## src/sv/mpfe_pkg.sv

```systemverilog
// shared types, constants and helpers for the multicast pixel frame extractor
// no dependencies

package mpfe_pkg;

   localparam int PACKET_BYTES = 314;
   localparam int POS_W        = 10;
   localparam int BASE_W       = 9;

   localparam logic [7:0]       FRAME_TAG  = 8'h01;
   localparam logic [POS_W-1:0] POS_MAX    = {POS_W{1'b1}};
   localparam logic [POS_W-1:0] POS_LIMIT  = POS_W'(PACKET_BYTES);
   localparam logic [3:0]       WINDOW_LEN = 4'd12;

   // register indexes on the csr port
   localparam logic REG_FLOOR = 1'b0;
   localparam logic REG_ROOM  = 1'b1;

   typedef struct packed {
      logic [7:0] packet_byte;
      logic       last_byte;
   } req_type;

   typedef struct packed {
      logic       window_side;
      logic [1:0] pixel_index;
      logic [7:0] red_level;
      logic [7:0] green_level;
      logic [7:0] blue_level;
   } rsp_type;

   // slot derived from floor and room
   typedef struct packed {
      logic              regs_nonzero;
      logic              idx_ok;
      logic [3:0]        quotient;
      logic [BASE_W-1:0] base;
   } slot_type;

   typedef struct packed {
      logic [1:0] group;
      logic [1:0] phase;
   } split_type;

   // rel / 3 and rel % 3 for the twelve window bytes
   function automatic split_type split_rel(input logic [3:0] rel);
      split_type s;
      case (rel)
         4'd0:    s = '{group: 2'd0, phase: 2'd0};
         4'd1:    s = '{group: 2'd0, phase: 2'd1};
         4'd2:    s = '{group: 2'd0, phase: 2'd2};
         4'd3:    s = '{group: 2'd1, phase: 2'd0};
         4'd4:    s = '{group: 2'd1, phase: 2'd1};
         4'd5:    s = '{group: 2'd1, phase: 2'd2};
         4'd6:    s = '{group: 2'd2, phase: 2'd0};
         4'd7:    s = '{group: 2'd2, phase: 2'd1};
         4'd8:    s = '{group: 2'd2, phase: 2'd2};
         4'd9:    s = '{group: 2'd3, phase: 2'd0};
         4'd10:   s = '{group: 2'd3, phase: 2'd1};
         4'd11:   s = '{group: 2'd3, phase: 2'd2};
         default: s = '{group: 2'd0, phase: 2'd0};
      endcase
      return s;
   endfunction

   function automatic logic [7:0] level(input logic [3:0] nib);
      return {nib[2:0], 5'b0};
   endfunction

endpackage

```

## src/sv/mpfe_csr.sv

```systemverilog
// floor and room registers behind the csr port, plus the registered slot
// derivation (index, quotient by 26, window base); uses mpfe_pkg

module mpfe_csr import mpfe_pkg::*; (
   input  logic        clock,
   input  logic        reset,
   input  logic        psel,
   input  logic        penable,
   input  logic        pwrite,
   input  logic [2:0]  paddr,
   input  logic [31:0] pwdata,
   output logic [31:0] prdata,
   output logic        pready,
   output slot_type    slot
);

   logic [7:0]  floor_ff, floor_in;
   logic [7:0]  room_ff, room_in;
   slot_type    slot_ff, slot_in;
   logic        wr_en;
   logic [11:0] idx;
   logic [8:0]  idx_u;
   logic [17:0] prod;
   logic [3:0]  quot;
   logic [8:0]  rem_full;
   logic [4:0]  rem;

   assign pready = 1'b1;
   assign wr_en  = psel & penable & pwrite;

   always_comb begin
      floor_in = floor_ff;
      room_in  = room_ff;
      if (wr_en) begin
         case (paddr[2])
            REG_FLOOR: floor_in = pwdata[7:0];
            REG_ROOM:  room_in  = pwdata[7:0];
            default:   floor_in = floor_ff;
         endcase
      end
   end

   // idx = (18 - floor) * 8 + (room - 5) = 139 + room - 8 * floor
   always_comb begin
      idx      = 12'd139 + {4'd0, room_in} - {1'b0, floor_in, 3'b0};
      idx_u    = idx[8:0];
      // 631 / 16384 gives the exact quotient by 26 for idx up to 394
      prod     = 18'(idx_u * 10'd631);
      quot     = prod[17:14];
      rem_full = idx_u - 9'(quot * 5'd26);
      rem      = rem_full[4:0];
      slot_in.regs_nonzero = (floor_in != 8'd0) && (room_in != 8'd0);
      slot_in.idx_ok       = ~idx[11];
      slot_in.quotient     = quot;
      slot_in.base         = BASE_W'(rem * 4'd12) + BASE_W'(2);
   end

   always_ff @(posedge clock) begin
      if (reset) begin
         floor_ff <= '0;
         room_ff  <= '0;
         slot_ff  <= '0;
      end else begin
         floor_ff <= floor_in;
         room_ff  <= room_in;
         slot_ff  <= slot_in;
      end
   end

   always_comb begin
      case (paddr[2])
         REG_FLOOR: prdata = {24'd0, floor_ff};
         REG_ROOM:  prdata = {24'd0, room_ff};
         default:   prdata = '0;
      endcase
   end

   assign slot = slot_ff;

endmodule

```

## src/sv/mpfe_pixel.sv

```systemverilog
// per-byte decode: header checks, window test and pixel assembly
// purely combinational; uses mpfe_pkg

module mpfe_pixel import mpfe_pkg::*; (
   input  slot_type         slot,
   input  logic [POS_W-1:0] pos,
   input  logic             accepted,
   input  logic [7:0]       held,
   input  logic [7:0]       cur,
   output logic             accepted_next,
   output logic             emit,
   output rsp_type          pixel
);

   logic [POS_W-1:0] rel_full;
   logic [3:0]       rel;
   logic             in_window;
   split_type        sp;
   logic [2:0]       pix;
   logic [7:0]       cur_m1;

   always_comb begin
      cur_m1    = cur - 8'd1;
      rel_full  = pos - POS_W'(slot.base);
      rel       = rel_full[3:0];
      in_window = (pos >= POS_W'(slot.base)) && (rel_full < POS_W'(WINDOW_LEN));
      sp        = split_rel(rel);
      pix       = {sp.group, 1'b0};

      accepted_next = accepted;
      emit          = 1'b0;
      pixel         = '0;

      if (pos == '0) begin
         accepted_next = (cur == FRAME_TAG);
      end else if (pos == POS_W'(1)) begin
         accepted_next = accepted && slot.regs_nonzero && slot.idx_ok
                         && (cur_m1 == {4'd0, slot.quotient});
      end else if (accepted && slot.idx_ok && (pos < POS_LIMIT) && in_window) begin
         case (sp.phase)
            2'd1: begin
               emit              = 1'b1;
               pixel.red_level   = level(held[7:4]);
               pixel.green_level = level(held[3:0]);
               pixel.blue_level  = level(cur[7:4]);
            end
            2'd2: begin
               emit              = 1'b1;
               pix               = {sp.group, 1'b1};
               pixel.red_level   = level(held[3:0]);
               pixel.green_level = level(cur[7:4]);
               pixel.blue_level  = level(cur[3:0]);
            end
            default: emit = 1'b0;
         endcase
         pixel.window_side = pix[2];
         pixel.pixel_index = pix[1:0];
      end
   end

endmodule

```

## src/sv/multicast_pixel_frame_extractor_core.sv

```systemverilog
// Multicast pixel frame extractor: frame datagram bytes in, pixels out.
// Depends on mpfe_pkg, mpfe_csr and mpfe_pixel.
//
// Usage
//   req channel: one datagram byte per transfer, last_byte marks the end of
//   a datagram; the following byte opens a new packet.
//   rsp channel: one pixel per transfer, left window pixels 0..3 first, then
//   the right window, each channel level holding a nibble's low three bits.
//   csr port: floor_number at address 0, room_number at address 4; either
//   at zero disables acceptance. Write only while the block is idle.
// Pipeline and throughput
//   an accepted byte is decoded from the input register into the result
//   register, from which its pixel shows on rsp. One byte per cycle is
//   sustained while rsp is not stalled; the input register, the packet
//   state and the result register form a two-stage pipeline.
// Reset
//   clears both registers, the packet position and acceptance flag, and
//   empties both pipeline stages.
// Receiver stall
//   the result register holds its pixel; one further byte waits in the
//   input register and req_ready drops until rsp_ready returns.

module multicast_pixel_frame_extractor_core import mpfe_pkg::*; (
   input  logic        clock,
   input  logic        reset,
   input  logic        req_valid,
   output logic        req_ready,
   input  req_type     req_data,
   output logic        rsp_valid,
   input  logic        rsp_ready,
   output rsp_type     rsp_data,
   input  logic        psel,
   input  logic        penable,
   input  logic        pwrite,
   input  logic [2:0]  paddr,
   input  logic [31:0] pwdata,
   output logic [31:0] prdata,
   output logic        pready
);

   slot_type         slot;
   logic             in_valid_ff, in_valid_in;
   req_type          in_data_ff, in_data_in;
   logic [POS_W-1:0] pos_ff, pos_in;
   logic             accepted_ff, accepted_in;
   logic [7:0]       held_ff, held_in;
   logic             out_valid_ff, out_valid_in;
   rsp_type          out_data_ff, out_data_in;
   logic             out_free;
   logic             advance;
   logic             accepted_next;
   logic             emit;
   rsp_type          pixel;

   mpfe_csr u_csr (
      .clock   (clock),
      .reset   (reset),
      .psel    (psel),
      .penable (penable),
      .pwrite  (pwrite),
      .paddr   (paddr),
      .pwdata  (pwdata),
      .prdata  (prdata),
      .pready  (pready),
      .slot    (slot)
   );

   mpfe_pixel u_pixel (
      .slot          (slot),
      .pos           (pos_ff),
      .accepted      (accepted_ff),
      .held          (held_ff),
      .cur           (in_data_ff.packet_byte),
      .accepted_next (accepted_next),
      .emit          (emit),
      .pixel         (pixel)
   );

   assign out_free  = ~out_valid_ff | rsp_ready;
   assign advance   = in_valid_ff & out_free;
   assign req_ready = ~in_valid_ff | out_free;

   always_comb begin
      in_valid_in  = in_valid_ff;
      in_data_in   = in_data_ff;
      pos_in       = pos_ff;
      accepted_in  = accepted_ff;
      held_in      = held_ff;
      out_valid_in = out_valid_ff;
      out_data_in  = out_data_ff;

      if (out_valid_ff && rsp_ready) begin
         out_valid_in = 1'b0;
      end

      if (advance) begin
         in_valid_in = 1'b0;
         held_in     = in_data_ff.packet_byte;
         if (in_data_ff.last_byte) begin
            pos_in      = '0;
            accepted_in = 1'b0;
         end else begin
            accepted_in = accepted_next;
            if (pos_ff != POS_MAX) begin
               pos_in = pos_ff + POS_W'(1);
            end
         end
         if (emit) begin
            out_valid_in = 1'b1;
            out_data_in  = pixel;
         end
      end

      if (req_valid && req_ready) begin
         in_valid_in = 1'b1;
         in_data_in  = req_data;
      end
   end

   always_ff @(posedge clock) begin
      if (reset) begin
         in_valid_ff  <= 1'b0;
         out_valid_ff <= 1'b0;
         pos_ff       <= '0;
         accepted_ff  <= 1'b0;
         held_ff      <= '0;
      end else begin
         in_valid_ff  <= in_valid_in;
         out_valid_ff <= out_valid_in;
         pos_ff       <= pos_in;
         accepted_ff  <= accepted_in;
         held_ff      <= held_in;
      end
   end

   always_ff @(posedge clock) begin
      in_data_ff  <= in_data_in;
      out_data_ff <= out_data_in;
   end

   assign rsp_valid = out_valid_ff;
   assign rsp_data  = out_data_ff;

endmodule

```

## config.mk

```make
export PLATFORM = sky130hd
export DESIGN_NAME = multicast_pixel_frame_extractor_core
export DESIGN_NICKNAME = d
export VERILOG_FILES = /design/src/sv/mpfe_pkg.sv /design/src/sv/mpfe_csr.sv /design/src/sv/mpfe_pixel.sv /design/src/sv/multicast_pixel_frame_extractor_core.sv
export SDC_FILE = /design/constraint.sdc
export NUM_CORES = 1
export LEC_CHECK = 0
export ABC_AREA = 1
export BUFFER_PORTS_ARGS = -buffer_cell sky130_fd_sc_hd__buf_2
export CORE_ASPECT_RATIO = 2
export CORE_UTILIZATION = 55
export CTS_BUF_LIST = sky130_fd_sc_hd__clkbuf_16
export CTS_CLUSTER_DIAMETER = 150
export CTS_CLUSTER_SIZE = 30
export DETAILED_ROUTE_END_ITERATION = 10
export GPL_TIMING_DRIVEN = 1
export PLACE_DENSITY_LB_ADDON = 0.08
export SYNTH_ARGS = -nofsm -noshare
export SYNTH_HDL_FRONTEND = slang
export SYNTH_SLANG_ARGS = --single-unit
```

## constraint.sdc

```tcl
create_clock -name clock -period 11.18 [get_ports clock]
set_input_delay 1.118 -clock clock [delete_from_list [all_inputs] [get_ports clock]]
set_output_delay 1.118 -clock clock [all_outputs]
set_load 0.05 [all_outputs]
```

==> out/results.ini <==
[status]
status=complete, no violations

[cts]
h-tree-depth=3
numCtsBuffers=9
cts_tree=yes
clk_latency_ns=0.33
cts_max_path_buffers=2
cts_resized=0
clock_sinks=70
cts.clk_slew.worst_paths_ns=0.05
cts_root_buffer=clkbuf_16
post_cts_buffers=0
holdBufCountCts=0

[setup_path]
criticalPathCategory=input pin to register
ff2ff_setup_slack_ns=2.79
cpPeakStageDelay_ns=0.57
required_ns=11.40
end_kind=register
crit_path_frequent_cell=inv_1
crit_fanout=13
crit_slowest_cell=o21ai_1
startpoint_type=input pin
critPathArrivalTime_ns=9.77

[detailed_routing]
drc=0
ant_nets=0
vias=5029
wl_per_cell_um=14.4
drtIter0Drc=138
wirelength_mm=14.4
drt-pass1-iter-count=5
routed_via_density=5.05

[floorplan]
std_cell_rows=54
die-area_um2=11800
core_um2=10900
die-height_um=153
die_w_um=77.3
ioPinCount=113
start_util_pct=57.1

[synthesis]
ys_seq_elements=70
synthDistinctLibCells=45
synth-edff-count=21
syn_inst=806
yosys_warnings=0
ys_seq_area_share_pct=25.8
synthArstFlopShare_pct=0
syn_area_um2=6240
ys.flop_type=dfxtp_1
syn_avg_cell_area_um2=7.75

[sta]
tightest_slew_ns=0.942
rsz0062_at_grt=no
fin_worst_skew_ns=0.00979
hold_violations=0
drv_slew=0
max_freq_mhz=105
timing.final.setup_violations=0
setup_tns_ns=0
period_share_pct=85.5
min_period_ns=9.56
max_slew_margin_pct=36.9

[job]
maxCapViolCount=0

[finish]
areaGrowthSynthToFinish_pct=8.38
antennaDiodeCount=0
drive_gt1_share_pct=11.3
finalNetCount=1011

[global_route]
grt_pass1_vias=5144
antenna_found_initial=0
grt_overflow_total=0
grt_pass1_wl_mm=23.6
grtUsageTotal_pct=25.7
grt_max_degree=32

[placement]
gp_congestion=0.955
dp_hpwl_mm=12.2
portBuffers=46

[hold_path]
hold_path.class=register to register

[Yosys cell counts, types with 3 or more instances]
cell	count	area [um2]
a21o_1	6	45.0
a21oi_1	46	230
a31oi_1	4	25.0
and2_1	3	18.8
buf_1	4	15.0
buf_4	41	308
clkbuf_1	4	15.0
dfxtp_1	49	981
edfxtp_1	21	631
fa_1	29	581
ha_1	80	1000
inv_1	156	586
inv_2	6	22.5
nand2_1	131	492
nand2_2	11	68.8
nand2_4	3	33.8
nand3_1	23	115
nand3_2	4	40.0
nand4_1	12	75.1
nor2_1	62	233
nor3_1	6	30.0
nor4_1	6	37.5
o21a_1	6	45.0
o21ai_0	44	220
o21bai_1	3	22.5
or2_2	4	25.0
xnor2_1	3	26.3
xor2_1	13	114
[path summary, 6_finish.rpt]
| check | from | to | depth (start not counted) |
|---|---|---|---|
| worst max-delay path | pwrite | u_csr.slot[7]$_SDFF_PP0_ | 45 |
| worst min-delay path | in_valid_ff$_SDFFE_PP0P_ | in_valid_ff$_SDFFE_PP0P_ | 2 |
| worst max register to register | u_csr.room_ff[0]$_SDFF_PP0_ | u_csr.slot[7]$_SDFF_PP0_ | 47 |
| worst min register to register | in_valid_ff$_SDFFE_PP0P_ | in_valid_ff$_SDFFE_PP0P_ | 2 |
[sequential cells by signal, summed over array words and instances (netlist names)]
register	count
u_csr.slot	14
rsp_data	12
pos_ff	10
in_data_ff	9
u_csr.floor_ff	8
u_csr.room_ff	8
held_ff	6
accepted_ff	1
in_valid_ff	1
rsp_valid	1
[cell usage in the layout (no fill, tap or decap), drive strengths merged, types with 5 or more instances in the layout]
cell,netlist,layout
nor3,7,7
or2,5,5
nand3,27,27
o21ai,46,46
o21a,6,6
ha,80,80
clkbuf,4,9
buf,47,47
dfxtp,49,49
nand2,145,145
conb,2,40
nor4,6,6
fa,29,29
a21o,6,6
inv,162,163
a21oi,48,48
edfxtp,21,21
xor2,13,13
nand4,14,14
nor2,63,63
[stage by stage]
stage                     util [%]  area [um2]  cells  setup slack, ns  hold WS, ns
after floorplan                  -        6390    844             2.24        0.470
after CTS                     61.8        6770    996             1.56        0.534
final                         61.8        6770    996             1.62        0.529
after global placement        59.0        6450    980             1.39        0.485
after global routing          61.8        6770    996            0.853        0.561
after detailed placement      59.0        6450    980             1.27        0.518
[routing by layer]
| layer | global-route usage [%] | wire [um] | vias up |
|---|---|---|---|
| li1 | - | - | 2569 |
| met1 | 22.1 | 4690 | 2354 |
| met2 | 54.4 | 8830 | 83 |
| met3 | 2.22 | 264 | 23 |
| met4 | 13.6 | 569 | 0 |
| met5 | 0 | 0 | - |
[layout make-up]
cell class              count  area (um2)
repair buffers             47         238
multi-input cells         561        3820
clock buffers               9         225
clock inverters             7        90.1
well taps                 140         175
flip-flops and latches     70        1610
inverters                 162         608
fillers                  1039        4180
[kinds of logic after synthesis]
logic type / count (synthesis) / synth area share [%]
and+or+nand+nor: 275 / 20.1
buffers and inverters: 213 / 15.3
AOI/OAI and AO/OA: 118 / 10.5
adders and majority gates: 109 / 25.3
DFF: 70 / 25.8
xor gates and xnor gates: 17 / 2.50
other: 2 / 0.120
muxes: 2 / 0.321
[critical path, delay by kind of cell]
| family | cells | cell delay, ns |
|---|---|---|
| AOI/OAI and AO/OA | 9 | 1.93 |
| xor gates and xnor gates | 3 | 0.64 |
| adders and majority gates | 10 | 3.77 |
| buffers and inverters | 10 | 0.88 |
| and+or+nand+nor | 13 | 1.46 |
Power is left out: the tool's default activity adds up to more than one toggle a clock period on the data nets, which glitch-free logic cannot reach.
